### src/rtl/lkc_pkg.sv
package lkc_pkg;

	// item field widths
	localparam int KEY_W = 32;
	localparam int VAL_W = 32;
	localparam int CAP_W = 5;

	// defaults for the top level
	localparam int ENTRIES_DEF = 16;
	localparam logic [CAP_W-1:0] CAPACITY_RESET = CAP_W'(16);

	// configuration port
	localparam int APB_ADDR_W = 3;
	localparam int APB_DATA_W = 32;

	typedef enum logic [0:0] {
		REG_CAPACITY = 1'b0
	} reg_index_t;

	// item codes
	typedef enum logic {
		OP_GET = 1'b0,
		OP_SET = 1'b1
	} op_t;

	localparam logic [VAL_W-1:0] MISS_VALUE = '1;

	// controller states
	typedef enum logic [2:0] {
		ST_IDLE,
		ST_SCAN,
		ST_DECIDE,
		ST_UPDATE,
		ST_RESP
	} state_t;

endpackage

### src/rtl/lkc_req_if.sv
interface lkc_req_if;
	import lkc_pkg::*;

	logic                    valid;
	logic                    ready;
	logic                    op;
	logic signed [KEY_W-1:0] key;
	logic signed [VAL_W-1:0] value;

	modport source (output valid, op, key, value, input ready);
	modport sink (input valid, op, key, value, output ready);

endinterface

### src/rtl/lkc_rsp_if.sv
interface lkc_rsp_if;
	import lkc_pkg::*;

	logic                    valid;
	logic                    ready;
	logic                    found;
	logic signed [VAL_W-1:0] read_value;
	logic                    evicted;
	logic signed [KEY_W-1:0] evicted_key;

	modport source (output valid, found, read_value, evicted, evicted_key, input ready);
	modport sink (input valid, found, read_value, evicted, evicted_key, output ready);

endinterface

### src/rtl/lru_key_value_cache.sv
// One item at a time: a get hit or a set makes a lookup pass over all ENTRIES entries and then a
// rank update pass over all entries, a get miss only the lookup pass (no update pass). No new
// request is taken until the previous result is loaded into the output register; the entry
// memory has one read and one write port.
// Reset: all entries invalid, entry count zero, capacity 16; memory contents are not cleared.
module lru_key_value_cache #(
	parameter int ENTRIES = lkc_pkg::ENTRIES_DEF
) (
	input  logic                             clk,
	input  logic                             arst_n,
	input  logic                             psel,
	input  logic                             penable,
	input  logic                             pwrite,
	input  logic [lkc_pkg::APB_ADDR_W-1:0]   paddr,
	input  logic [lkc_pkg::APB_DATA_W-1:0]   pwdata,
	output logic [lkc_pkg::APB_DATA_W-1:0]   prdata,
	output logic                             pready,
	lkc_req_if.sink                          req,
	lkc_rsp_if.source                        rsp
);
	import lkc_pkg::*;

	localparam int IW = (ENTRIES > 1) ? $clog2(ENTRIES) : 1;
	localparam int RW = IW;
	localparam int CW = $clog2(ENTRIES + 1);
	localparam int XW = ((CW > CAP_W) ? CW : CAP_W) + 1;
	localparam int WORD_W = KEY_W + VAL_W + RW;
	localparam logic [IW-1:0] LAST_IDX = IW'(ENTRIES - 1);

	state_t state_q, state_d;

	// configuration
	logic [CAP_W-1:0] cap_q;
	logic             cfg_wr;

	// item being worked on
	logic             op_q;
	logic [KEY_W-1:0] key_q;
	logic [VAL_W-1:0] value_q;

	// entry state
	logic [WORD_W-1:0]  mem [ENTRIES];
	logic [ENTRIES-1:0] valid_q;
	logic [ENTRIES-1:0] valid_next;
	logic [CW-1:0]      count_q;

	// read pipeline
	logic [IW-1:0]     rd_idx_q;
	logic              issued_all_q;
	logic              issue;
	logic              rd_vld_s1;
	logic [IW-1:0]     idx_s1;
	logic [WORD_W-1:0] rdata_s1;
	logic [KEY_W-1:0]  rd_key;
	logic [VAL_W-1:0]  rd_value;
	logic [RW-1:0]     rd_rank;
	logic              rd_valid;
	logic              last_s1;

	// scan results
	logic             hit_q;
	logic [RW-1:0]    hit_rank_q;
	logic [VAL_W-1:0] hit_value_q;
	logic             vic_found_q;
	logic [IW-1:0]    vic_idx_q;
	logic [RW-1:0]    vic_rank_q;
	logic [KEY_W-1:0] vic_key_q;
	logic             free_found_q;
	logic [IW-1:0]    free_idx_q;
	logic [IW-1:0]    slot_q;
	logic             ins_q;

	// decision
	logic [XW-1:0]    cap_eff;
	logic [XW-1:0]    count_next;
	logic             do_insert;
	logic             do_evict;
	logic [IW-1:0]    ins_slot;

	// update write
	logic              wr_en;
	logic [WORD_W-1:0] wr_word;
	logic [RW-1:0]     new_rank;

	// result
	logic             res_found_q;
	logic [VAL_W-1:0] res_value_q;
	logic             res_evicted_q;
	logic [KEY_W-1:0] res_evk_q;
	logic             out_valid_q;
	logic             out_found_q;
	logic [VAL_W-1:0] out_value_q;
	logic             out_evicted_q;
	logic [KEY_W-1:0] out_evk_q;
	logic             out_load;

	// configuration port
	assign cfg_wr = psel && penable && pwrite && pready;
	assign pready = 1'b1;

	always_comb begin
		prdata = '0;
		if (paddr[APB_ADDR_W-1] == REG_CAPACITY) begin
			prdata = APB_DATA_W'(cap_q);
		end
	end

	always_ff @(posedge clk or negedge arst_n) begin
		if (!arst_n) begin
			cap_q <= CAPACITY_RESET;
		end else if (cfg_wr && paddr[APB_ADDR_W-1] == REG_CAPACITY) begin
			cap_q <= pwdata[CAP_W-1:0];
		end
	end

	// fields of the word read back
	assign rd_key   = rdata_s1[WORD_W-1 -: KEY_W];
	assign rd_value = rdata_s1[RW +: VAL_W];
	assign rd_rank  = rdata_s1[RW-1:0];
	assign rd_valid = valid_q[idx_s1];
	assign last_s1  = rd_vld_s1 && (idx_s1 == LAST_IDX);

	// effective capacity and eviction decision
	always_comb begin
		if (cap_q == '0) begin
			cap_eff = XW'(1);
		end else if (XW'(cap_q) > XW'(ENTRIES)) begin
			cap_eff = XW'(ENTRIES);
		end else begin
			cap_eff = XW'(cap_q);
		end
		count_next = XW'(count_q) + XW'(1);
		do_insert  = (op_q == OP_SET) && !hit_q;
		do_evict   = do_insert && (count_next > cap_eff) && (count_q != '0) && vic_found_q;
		if (do_evict && (!free_found_q || vic_idx_q < free_idx_q)) begin
			ins_slot = vic_idx_q;
		end else begin
			ins_slot = free_idx_q;
		end
	end

	// valid bits after an insert, victim cleared before the new slot is set
	always_comb begin
		valid_next = valid_q;
		if (do_evict) begin
			valid_next[vic_idx_q] = 1'b0;
		end
		valid_next[ins_slot] = 1'b1;
	end

	// rank and word written back during the update pass
	always_comb begin
		new_rank = rd_rank;
		if (ins_q || rd_rank < hit_rank_q) begin
			new_rank = rd_rank + RW'(1);
		end
		if (idx_s1 == slot_q) begin
			wr_word = {key_q, (op_q == OP_SET) ? value_q : rd_value, RW'(0)};
		end else begin
			wr_word = {rd_key, rd_value, new_rank};
		end
	end

	// next state
	always_comb begin
		state_d = state_q;
		unique case (state_q)
			ST_IDLE: begin
				if (req.valid) state_d = ST_SCAN;
			end
			ST_SCAN: begin
				if (last_s1) state_d = ST_DECIDE;
			end
			ST_DECIDE: begin
				if (hit_q || op_q == OP_SET) begin
					state_d = ST_UPDATE;
				end else begin
					state_d = ST_RESP;
				end
			end
			ST_UPDATE: begin
				if (last_s1) state_d = ST_RESP;
			end
			ST_RESP: begin
				if (!out_valid_q || rsp.ready) state_d = ST_IDLE;
			end
			default: state_d = ST_IDLE;
		endcase
	end

	// control outputs
	always_comb begin
		req.ready = 1'b0;
		issue     = 1'b0;
		wr_en     = 1'b0;
		out_load  = 1'b0;
		unique case (state_q)
			ST_IDLE: req.ready = 1'b1;
			ST_SCAN: issue = !issued_all_q;
			ST_DECIDE: ;
			ST_UPDATE: begin
				issue = !issued_all_q;
				wr_en = rd_vld_s1 && (idx_s1 == slot_q || rd_valid);
			end
			ST_RESP: out_load = !out_valid_q || rsp.ready;
			default: ;
		endcase
	end

	always_ff @(posedge clk or negedge arst_n) begin
		if (!arst_n) begin
			state_q <= ST_IDLE;
		end else begin
			state_q <= state_d;
		end
	end

	// entry memory: one read port, one write port
	always_ff @(posedge clk) begin
		if (issue) begin
			rdata_s1 <= mem[rd_idx_q];
		end
	end

	always_ff @(posedge clk) begin
		if (wr_en) begin
			mem[idx_s1] <= wr_word;
		end
	end

	// address counter and read pipeline
	always_ff @(posedge clk or negedge arst_n) begin
		if (!arst_n) begin
			rd_idx_q     <= '0;
			issued_all_q <= 1'b0;
			rd_vld_s1    <= 1'b0;
			idx_s1       <= '0;
		end else begin
			rd_vld_s1 <= issue;
			if (issue) begin
				idx_s1   <= rd_idx_q;
				rd_idx_q <= rd_idx_q + IW'(1);
				if (rd_idx_q == LAST_IDX) issued_all_q <= 1'b1;
			end
			if (state_q == ST_IDLE || state_q == ST_DECIDE) begin
				rd_idx_q     <= '0;
				issued_all_q <= 1'b0;
			end
		end
	end

	// request capture and lookup scan
	always_ff @(posedge clk or negedge arst_n) begin
		if (!arst_n) begin
			hit_q        <= 1'b0;
			vic_found_q  <= 1'b0;
			free_found_q <= 1'b0;
		end else if (req.valid && req.ready) begin
			hit_q        <= 1'b0;
			vic_found_q  <= 1'b0;
			free_found_q <= 1'b0;
		end else if (state_q == ST_SCAN && rd_vld_s1) begin
			if (rd_valid && rd_key == key_q && !hit_q) begin
				hit_q <= 1'b1;
			end
			if (rd_valid && (!vic_found_q || rd_rank >= vic_rank_q)) begin
				vic_found_q <= 1'b1;
			end
			if (!rd_valid && !free_found_q) begin
				free_found_q <= 1'b1;
			end
		end
	end

	always_ff @(posedge clk) begin
		if (req.valid && req.ready) begin
			op_q    <= req.op;
			key_q   <= req.key;
			value_q <= req.value;
		end
		if (state_q == ST_SCAN && rd_vld_s1) begin
			if (rd_valid && rd_key == key_q && !hit_q) begin
				slot_q      <= idx_s1;
				hit_rank_q  <= rd_rank;
				hit_value_q <= rd_value;
			end
			if (rd_valid && (!vic_found_q || rd_rank >= vic_rank_q)) begin
				vic_idx_q  <= idx_s1;
				vic_rank_q <= rd_rank;
				vic_key_q  <= rd_key;
			end
			if (!rd_valid && !free_found_q) begin
				free_idx_q <= idx_s1;
			end
		end
		if (state_q == ST_DECIDE) begin
			ins_q         <= do_insert;
			res_found_q   <= hit_q;
			res_value_q   <= (hit_q && op_q == OP_GET) ? hit_value_q : MISS_VALUE;
			res_evicted_q <= do_evict;
			res_evk_q     <= do_evict ? vic_key_q : '0;
			if (do_insert) slot_q <= ins_slot;
		end
	end

	// valid bits and entry count
	always_ff @(posedge clk or negedge arst_n) begin
		if (!arst_n) begin
			valid_q <= '0;
			count_q <= '0;
		end else if (state_q == ST_DECIDE && do_insert) begin
			valid_q <= valid_next;
			if (!do_evict) begin
				count_q <= count_q + CW'(1);
			end
		end
	end

	// output register
	always_ff @(posedge clk or negedge arst_n) begin
		if (!arst_n) begin
			out_valid_q <= 1'b0;
		end else if (out_load) begin
			out_valid_q <= 1'b1;
		end else if (rsp.ready) begin
			out_valid_q <= 1'b0;
		end
	end

	always_ff @(posedge clk) begin
		if (out_load) begin
			out_found_q   <= res_found_q;
			out_value_q   <= res_value_q;
			out_evicted_q <= res_evicted_q;
			out_evk_q     <= res_evk_q;
		end
	end

	assign rsp.valid       = out_valid_q;
	assign rsp.found       = out_found_q;
	assign rsp.read_value  = out_value_q;
	assign rsp.evicted     = out_evicted_q;
	assign rsp.evicted_key = out_evk_q;

endmodule

### src/flat_wrapper.sv
// flat-port wrapper written by rule: the top's interface ports become plain ports
module lru_key_value_cache_flat import lkc_pkg::*;
#(
	parameter int ENTRIES = lkc_pkg::ENTRIES_DEF
)
  (clk, arst_n, psel, penable, pwrite, paddr, pwdata, prdata, pready, req_valid, req_op, req_key, req_value, req_ready, rsp_valid, rsp_found, rsp_read_value, rsp_evicted, rsp_evicted_key, rsp_ready);
  lkc_req_if req_i ();
  lkc_rsp_if rsp_i ();
  input  logic clk;
  input  logic arst_n;
  input  logic psel;
  input  logic penable;
  input  logic pwrite;
  input  logic [lkc_pkg::APB_ADDR_W-1:0] paddr;
  input  logic [lkc_pkg::APB_DATA_W-1:0] pwdata;
  output logic [lkc_pkg::APB_DATA_W-1:0] prdata;
  output logic pready;
  input wire logic [$bits(req_i.valid)-1:0] req_valid;
  input wire logic [$bits(req_i.op)-1:0] req_op;
  input wire logic [$bits(req_i.key)-1:0] req_key;
  input wire logic [$bits(req_i.value)-1:0] req_value;
  output wire logic [$bits(req_i.ready)-1:0] req_ready;
  output wire logic [$bits(rsp_i.valid)-1:0] rsp_valid;
  output wire logic [$bits(rsp_i.found)-1:0] rsp_found;
  output wire logic [$bits(rsp_i.read_value)-1:0] rsp_read_value;
  output wire logic [$bits(rsp_i.evicted)-1:0] rsp_evicted;
  output wire logic [$bits(rsp_i.evicted_key)-1:0] rsp_evicted_key;
  input wire logic [$bits(rsp_i.ready)-1:0] rsp_ready;
  assign req_i.valid = req_valid;
  assign req_i.op = req_op;
  assign req_i.key = req_key;
  assign req_i.value = req_value;
  assign req_ready = req_i.ready;
  assign rsp_valid = rsp_i.valid;
  assign rsp_found = rsp_i.found;
  assign rsp_read_value = rsp_i.read_value;
  assign rsp_evicted = rsp_i.evicted;
  assign rsp_evicted_key = rsp_i.evicted_key;
  assign rsp_i.ready = rsp_ready;
  lru_key_value_cache #(.ENTRIES(ENTRIES)) u_core (.clk(clk), .arst_n(arst_n), .psel(psel), .penable(penable), .pwrite(pwrite), .paddr(paddr), .pwdata(pwdata), .prdata(prdata), .pready(pready), .req(req_i), .rsp(rsp_i));
endmodule
### config.mk
export PLATFORM = sky130hd
export DESIGN_NAME = lru_key_value_cache_flat
export DESIGN_NICKNAME = d
export VERILOG_FILES = /design/src/rtl/lkc_pkg.sv /design/src/rtl/lkc_req_if.sv /design/src/rtl/lkc_rsp_if.sv /design/src/rtl/lru_key_value_cache.sv /design/src/flat_wrapper.sv
export SDC_FILE = /design/constraint.sdc
export NUM_CORES = 1
export LEC_CHECK = 0
export BUFFER_PORTS_ARGS = -buffer_cell sky130_fd_sc_hd__buf_4
export CORE_UTILIZATION = 25
export CTS_BUF_LIST = sky130_fd_sc_hd__clkbuf_8
export DETAILED_ROUTE_END_ITERATION = 6
export SETUP_SLACK_MARGIN = 0.05
export SYNTH_ARGS = -nofsm -noshare
export SYNTH_HDL_FRONTEND = slang
export SYNTH_SLANG_ARGS = --single-unit
### constraint.sdc
create_clock -name clk -period 13 [get_ports clk]
set_clock_uncertainty 0.1 [all_clocks]
set_input_delay 0.65 -clock clk [delete_from_list [all_inputs] [get_ports clk]]
set_output_delay 0.65 -clock clk [all_outputs]
set_load 0.02 [all_outputs]
# After elaboration in Yosys (flattened, before gate mapping)
# Memory sizes are Yosys's and may differ from the RTL's. A register that Yosys moved wholly into a read port is not among the register bits.
# Cells that the tools add are included.
# W data, S select, Z words.
# op_classes
n_reduce_logical	53
n_eq_ne	12
order_cmp	10
div_mod_pow	0
mul	0
add_sub_neg	4
shifts	0
bitwise	6
mux	46
# op_table
op	n
$mux W68	1
$eq A32 B32 Y1	1
$mux W32	1
$mux W4	8
$mux W1	23
$logic_and A1 B1 Y1	20
$and A16 B16 Y16	1
$mux W16	1
$not A16 Y16	1
$or A16 B16 Y16	1
$reduce_and A2 Y1	8
$lt A4 B5 Y1 const B	3
$mux W3	5
$mux W5	3
$pmux W3 S5	1
$reduce_bool A2 Y1	7
$add A4 B1 Y4 const B	2
$demux W1 S4	2
$eq A4 B4 Y1 const B	2
$ge A4 B1 Y1 const B	2
$lt A4 B4 Y1	2
$logic_or A1 B1 Y1	7
$add A5 B1 Y6 const B	1
$eq A3 B2 Y1 const B	2
other kinds (17)	26
# word_totals
inputBits	107
reg_bits	325
latch_bits	0
elab_cells	163
mem_bits_ro	0
memories	1
mem_bits_rw	1088
# memory_table
name	words	width	read_ports	rd_ports_with_merged_regs	wr	line	source
u_core.mem	16	68	1	1	1	lru_key_value_cache.sv:42	logic [WORD_W-1:0] mem [ENTRIES];

# Logic depth before layout (Yosys ltp)
# Gate-level depths: netlist (run 1).
# depth
word_depth	14
mapped_depth	12

# Worst setup path before layout (run 1)
# OpenSTA, ideal clock, no wires.
# synth_timing
path_kind	flip-flop to flip-flop
start	reg u_core.idx_s1[2]
end	mem u_core.mem[1][0] (netlist bit), enable pin
n_path_buf	3
slack_ns	6.317
t_arrival_ns	6.006
path_stages_with_launch	9
t_required_ns	12.322
period_less_slack_ns	6.683
path_cell_list	dfrtp_1 > buf_6 > buf_6 > xnor2_1 > nand4_1 > clkbuf_1 > nand2_1 > nand4b_1 > nor3_1
# synth_via
elab_chain_len	7
elab_cells_between_ends	8
cone_classes	1 x eq/ne; 5 x mux; 2 x reduce/logical
# synth_lines
item	line	source
start: declaration	lru_key_value_cache.sv:52	logic [IW-1:0] idx_s1;
start signal: assignment	lru_key_value_cache.sv:241	idx_s1 <= rd_idx_q;
$bmux W1 S4	lru_key_value_cache.sv:120	assign rd_valid = valid_q[idx_s1];
$mux W1 (not written as such)	lru_key_value_cache.sv:120	
$logic_or A1 B1 Y1	lru_key_value_cache.sv:203	wr_en = rd_vld_s1 && (idx_s1 == slot_q || rd_valid);
$logic_and A1 B1 Y1	lru_key_value_cache.sv:203	
$mux W1	lru_key_value_cache.sv:197	unique case (state_q)
$mux W1	lru_key_value_cache.sv:226	if (wr_en) begin
$mux W1 (not written as such)	lru_key_value_cache.sv:227	mem[idx_s1] <= wr_word;
end: declaration	lru_key_value_cache.sv:42	
# Several ways; a longest one is shown, not always the timed one. The select of a mux whose other input is x is not followed.

# Worst setup path after layout (run 1)
# layout_timing
start	reg u_core.idx_s1[2]
end	mem u_core.mem[10][31] (netlist bit), enable pin
# Same word-level chain as after synthesis.

==> metrics, run 1 <==
result of the run complete, no violations; share of the synthesized area in the top cell type 76.34%; worst min path class input port to flop; Inserted Clock Buffers 221; sequential-to-total area share from yosys stat 78.40%; Avg Vias per Cell 4.370; achievable frequency 0.2050 GHz; antenna viol nets, final 0; CP Capture Type flop; critical path start-end classification flop to flop; IO buf count 150; buffer depth of the longest clock path 3; top cells by count, synth 1434 x edfxtp_1, 341 x mux4_2, 118 x nand2_1, 63 x clkbuf_1, 59 x nor2_1; Placed Instances 5614; Slew @ Worst Pin 1.160 ns; HPWL reported at the end of detailed placement 72900 um; Finished Layout Cells 6091; most common cell in the netlist edfxtp_1; power density normalized to cell area 209.3 nW/um2; Worst Path Max Fanout 27; post-synthesis area per instance 22.15 um2; type of origin of the critical path flop; reg-to-reg critical path startpoint u_core.idx_s1[2]; die span in y 477.0 um; Hold Startpoint pwrite; initial core utilization 25.27%; standby leakage power 21.26 nW; number of antenna violations at the first check in global routing 14; Cell variety after synth 62; deepest level of the CTS H-tree 4; EDFF count, synth 1434; post-layout net count 3061; via count of the first global-routing pass 27730; largest net degree at the start of global routing 134; endpoints failing hold 0; total negative slack for setup checks 0 ns; die boundary width 477.0 um; Crit. Startpoint u_core.idx_s1[2]; Filler cells 21640; synthesized area 56400 um2; clock-pin slew of the registers on the worst-case setup and hold paths 0.06 ns; signal arrival time at the worst endpoint 5.33 ns; CTS Root Cell clkbuf_8; Remaining DRCs 0; CTS tree built; Worst Path Required 13.45 ns; highest signal layer in the routed design met4; per-cell routed wire length 22.54 um; RePlAce Congestion 0.7295; pins over their slew limit 0; Design Power 13.84 mW; share of the core filled with cells 29.62%; detailed-routed wire length on met2 67720 um; number of iterations in the first detailed-routing pass 6; minimum period implied by the final worst setup slack 4.877 ns; total setup violations reported at the end of the flow 0; area of the multi-input gates 11630 um2; most frequently used flop master after synthesis edfxtp_1; via count of the routed design 26620; Core Area 223200 um2; number of instances in the synthesized netlist 2546; first-pass GRT wire length 197900 um; relative max-transition margin 20.48%; share of cells above drive strength 1 28.07%; synthesis-stage register bit count 1481; Worst-Skew Late Latency 0.94 ns; GRT Resource Usage Total 11.86%; RSZ-0062 raised after global routing false; DRT iter0 DRCs 2921; row count 173; number of clock sinks 1481; sequential cell area in the final layout 44230 um2; asr flop ratio synth 2.903%; total length of routed wires 137300 um; met3 WL 7107 um; Final Cycle Share 37.52%; warning count from the yosys run 0; signed area change from the synthesized netlist to the final layout 17.18%; Max-Cap Viols 0; global-route congestion overflow total 0; maximum resistive drop on vdd 0.0001644 V; cell accounting for the most synthesized area edfxtp_1; top-level port count 208; Met1 Routed Length 59550 um; Total Die Area 227500 um2; cell types with the largest area share after synthesis edfxtp_1 76%, mux4_2 14%, dfrtp_1 1.9%
==> report_power, final <==
group | leakage, nW | total [mW] | switching (mW) | internal [mW]
logic | 5.27 | 3.35 | 1.97 | 1.38
clock network | 2.37 | 3.56 | 1.82 | 1.74
registers | 13.6 | 6.93 | 0.405 | 6.52
==> worst max-delay path: stages (launching register included) <==
cell and delay [ns]:
dfrtp_1 0.88, xnor2_1 0.19, nand4_1 0.45, nor2b_1 0.30
nor2_1 0.12, nand3_1 0.32, nor2_4 0.92, buf_4 0.54
buf_4 0.59
==> per-stage QoR <==
step           setup WS, ns  cell area, um2  hold WS [ns]
2_1_floorplan         6.317           56500        0.2544
3_3_place_gp          8.104           61270        0.3048
3_5_place_dp          8.113           61270        0.3045
4_1_cts               8.114           66090       0.08971
5_1_grt               7.902           66090        0.1914
6_report              8.123           66090        0.1984
==> layout make-up <==
class	instances	share of cell area (%)
flip-flops and latches	1481	66.93
clock inverters	177	1.505
multi-input cells	926	17.59
inverters	23	0.1344
diodes	2	0.007572
well taps	2975	5.632
clock buffers	225	4.685
repair buffers	282	3.517
==> repair_timing <==
item                      in CTS  in global routing
hold endpoints to repair     116                  0
gates resized for setup        0                  0
setup buffers                  0                  0
hold buffers                  73                  0
==> path summary, 6_finish.rpt <==
| check | endpoint | slack [ns] | depth (start not counted) |
|---|---|---|---|
| min | u_core.cap_q[4] | 0.20 | 3 |
| max in group asynchronous | u_core.rd_idx_q[2] | 12.03 | 2 |
| min reg2reg | u_core.rsp.evicted_key[6] | 0.32 | 0 |
| min in group asynchronous | u_core.rsp.valid | 0.27 | 2 |
| max | u_core.mem[10][31] | 8.12 | 8 |
| max reg2reg | u_core.mem[10][31] | 8.12 | 8 |
==> metal layers <==
layer | up-vias | global-route usage [%]
met2 | 888 | 19.69
met1 | 14270 | 15.97
met4 | 0 | 3.707
met5 | - | 0
met3 | 193 | 1.690
li1 | 11260 | -
==> flip-flops by register name, summed over array words and instances (netlist names), 4 cells and up <==
name / count
u_core.cap_q: 5
u_core.count_q: 5
u_core.free_idx_q: 4
u_core.hit_rank_q: 4
u_core.hit_value_q: 32
u_core.idx_s1: 4
u_core.key_q: 32
u_core.mem: 1088
u_core.rd_idx_q: 4
u_core.rdata_s1: 68
u_core.res_evk_q: 32
u_core.res_value_q: 32
u_core.rsp.evicted_key: 32
u_core.rsp.read_value: 32
u_core.slot_q: 4
u_core.valid_q: 16
u_core.value_q: 32
u_core.vic_idx_q: 4
u_core.vic_key_q: 32
u_core.vic_rank_q: 4
==> kinds of logic (layout without fill, tap and decap cells) <==
logic type / count (synthesis) / in the layout / synth area share, %
buffers and inverters: 165 / 707 / 1.426
AND/OR/NAND/NOR: 338 / 338 / 3.043
other: 2 / 30 / 0.01331
XOR/XNOR: 44 / 44 / 0.6832
adder cells (fa/ha/maj): 19 / 19 / 0.4215
flip-flops: 1481 / 1481 / 78.40
multiplexers: 398 / 398 / 14.84
AO/OA/AOI/OAI: 99 / 99 / 1.176
==> cell usage in the layout (no fill, tap or decap), types with 5 or more instances in the layout <==
master / n
clkinv_2: 26
nand2b_1: 43
nor4_1: 9
a21o_1: 5
inv_1: 94
o21ai_0: 18
xnor2_1: 11
mux2_1: 32
and2_1: 32
nor3_2: 7
buf_4: 207
nor3_1: 15
clkinv_1: 59
a31oi_1: 7
nand4_1: 10
nand3_1: 9
bufinv_16: 6
conb_1: 28
mux2_2: 12
a22oi_1: 17
clkbuf_8: 225
mux2i_1: 9
xor2_1: 33
nand2_1: 117
edfxtp_1: 1434
dlygate4sd3_1: 73
o32a_1: 6
ha_1: 19
dfrtp_1: 38
nor2_4: 12
nor2b_1: 11
nor2_1: 47
mux4_2: 341
a21oi_1: 25
Power figures use the tool's default switching activity.
==> inputs of run 2 (changes only) <==
clock period = 4.9 ns   (was 13 ns; I/O delays follow)
==> run 2 against run 1 <==
  * Worst hold slack gained 0.0067 ns
  * Sequential share of layout area shrank 1.1 points
  * Sequential power grew to 2.7 times the previous value
  * Total power rose to 2.7 times the previous value
  * Critical endpoint is now u_core.mem[2][28]
==> metrics, run 2 (synthesis results as in run 1) <==
cell-by-cell listing of the critical path xnor2_1, nand4_1, nor2b_1, nor2_1, nand3_1, nor3_2, buf_12; CTS Root Cell clkbuf_8; Final Cycle Share 71.49% (+34 points); commonest cells after routing, fill and taps aside 1434 x edfxtp_1, 341 x mux4_2, 215 x clkbuf_8; result of the run complete, no violations; die span in y 477.0 um (unchanged); Max-Cap Viols 0 (unchanged); row count 173 (unchanged); Avg Vias per Cell 4.339 (-0.69%); clock-pin slew of the registers on the worst-case setup and hold paths 0.07 ns (about the same); GRT Resource Usage Total 11.80% (-0.061 points); share of cells above drive strength 1 27.79% (-0.27 points); power density normalized to cell area 545.8 nW/um2 (+160%); Min Hold Slack 0.2051 ns (+0.006727 ns); Filler cells 21590 (-0.26%); signed area change from the synthesized netlist to the final layout 19.21%; maximum resistive drop on vdd 0.0002652 V (+61%); register with the most flip-flops u_core.mem; IO buf count 150 (unchanged); RePlAce Congestion 0.7672 (+5.2%); die boundary width 477.0 um (unchanged); total length of routed wires 136600 um (-0.46%); Design Power 36.70 mW (+170%); via count of the first global-routing pass 27760 (+0.097%); post-CTS setup buffer count 0 (unchanged); post-layout net count 3149 (+2.9%); total setup violations reported at the end of the flow 0 (unchanged); number of antenna violations at the first check in global routing 7 (-7); sequential cell area in the final layout 44230 um2 (unchanged); count of hold buffers inserted by post-cts repair 150 (+110%); Inserted Clock Buffers 214 (-3.2%); area of the multi-input gates 11640 um2 (about the same); family with the most delay on the worst path simple AND/OR/NAND/NOR gates; Worst path slowest cell dfrtp_1; buffer depth of the longest clock path 3 (unchanged); total negative slack for setup checks 0 ns (unchanged); HPWL reported at the end of detailed placement 74300 um (+1.9%); largest registers in the final layout u_core.mem x1088, u_core.rdata_s1 x68; leading cell type in the layout, fill and taps excluded edfxtp_1; RSZ-0062 raised after global routing false; minimum period implied by the final worst setup slack 3.503 ns (-1.374 ns); Core Area 223200 um2 (unchanged); Total Die Area 227500 um2 (unchanged); endpoints failing hold 0 (unchanged); CTS tree built; Worst Path Max Fanout 68 (+150%); WP buf/inv 1 (-1); largest net degree at the start of global routing 69 (-49%); via count of the routed design 26780 (+0.62%); Worst-Skew Late Latency 0.93 ns (about the same); signal arrival time at the worst endpoint 3.94 ns (-1.39 ns); worst min path class input port to flop; number of resized instances in the post-cts repair step 0 (unchanged); critical path start-end classification flop to flop; number of clock sinks 1481 (unchanged); standby leakage power 21.68 nW (+2.0%); Worst Path Required 5.33 ns (-8.12 ns); DRT iter0 DRCs 2631 (-9.9%); global-route congestion overflow total 0 (unchanged); type of origin of the critical path flop; top-level port count 208 (unchanged); share of the core filled with cells 30.13% (+0.51 points); antenna viol nets, final 0 (unchanged); Remaining DRCs 0 (unchanged); first-pass GRT wire length 196300 um (-0.78%); pins over their slew limit 0 (unchanged); achievable frequency 0.2855 GHz (+39%); initial core utilization 25.27% (unchanged); relative max-transition margin 24.22% (+3.7 points); max FFs per register 1088 (unchanged); CP Capture Type flop; per-cell routed wire length 22.14 um (-1.7%); crit-path max cell delay 0.67 ns (-0.25 ns); Slew @ Worst Pin 1.105 ns (-0.05456 ns); number of iterations in the first detailed-routing pass 5 (-1); deepest level of the CTS H-tree 4 (unchanged)
run 2: report_power, final:
part	switching (mW)	leakage, nW	internal, mW
clock	4.76	2.25	4.30
combinational	5.32	5.82	3.89
sequential	1.13	13.6	17.3
run 2: worst register-to-register path: cells and delay by family, from the launching register on:
family                 cells  cell delay [ns]
flip-flops                 1             0.67
XOR/XNOR                   1             0.18
AND/OR/NAND/NOR            5             1.56
buffers and inverters      1             0.51
run 2: cell type report:
cell class	count	area share [%]
timing repair buffer	377	5.464
clock inverter	173	1.370
sequential	1481	65.79
multi-input combinational	926	17.31
antenna	1	0.003722
tap	2975	5.536
clock buffer	215	4.401
inverter	23	0.1321
run 2: path summary, 6_finish.rpt:
| check | startpoint | endpoint | slack (ns) | cells after the start |
|---|---|---|---|---|
| max | u_core.idx_s1[1] | u_core.mem[2][28] | 1.40 | 7 |
| min | rsp_ready | u_core.rsp.valid | 0.21 | 4 |
| max reg2reg | u_core.idx_s1[1] | u_core.mem[2][28] | 1.40 | 7 |
| min reg2reg | u_core.res_value_q[25] | u_core.rsp.read_value[25] | 0.29 | 0 |
| max in group asynchronous | arst_n | u_core.rd_idx_q[0] | 3.98 | 4 |
| min in group asynchronous | arst_n | u_core.cap_q[4] | 0.46 | 3 |
run 2: layer usage:
layer | up-vias | GRT usage, % | wire length (um)
met5 | - | 0 | 13
met4 | 2 | 3.127 | 2322
met3 | 159 | 1.946 | 7301
met2 | 885 | 19.36 | 66630
met1 | 14290 | 16.13 | 60370
li1 | 11450 | - | -
run 2: stage by stage:
stage	instances	setup WS, ns	instance area [um2]
2_1_floorplan	2572	-1.783	56510
3_3_place_gp	5632	1.447	61840
3_5_place_dp	5632	1.439	61840
4_1_cts	6170	1.420	67230
5_1_grt	6171	1.251	67240
6_report	6171	1.397	67240
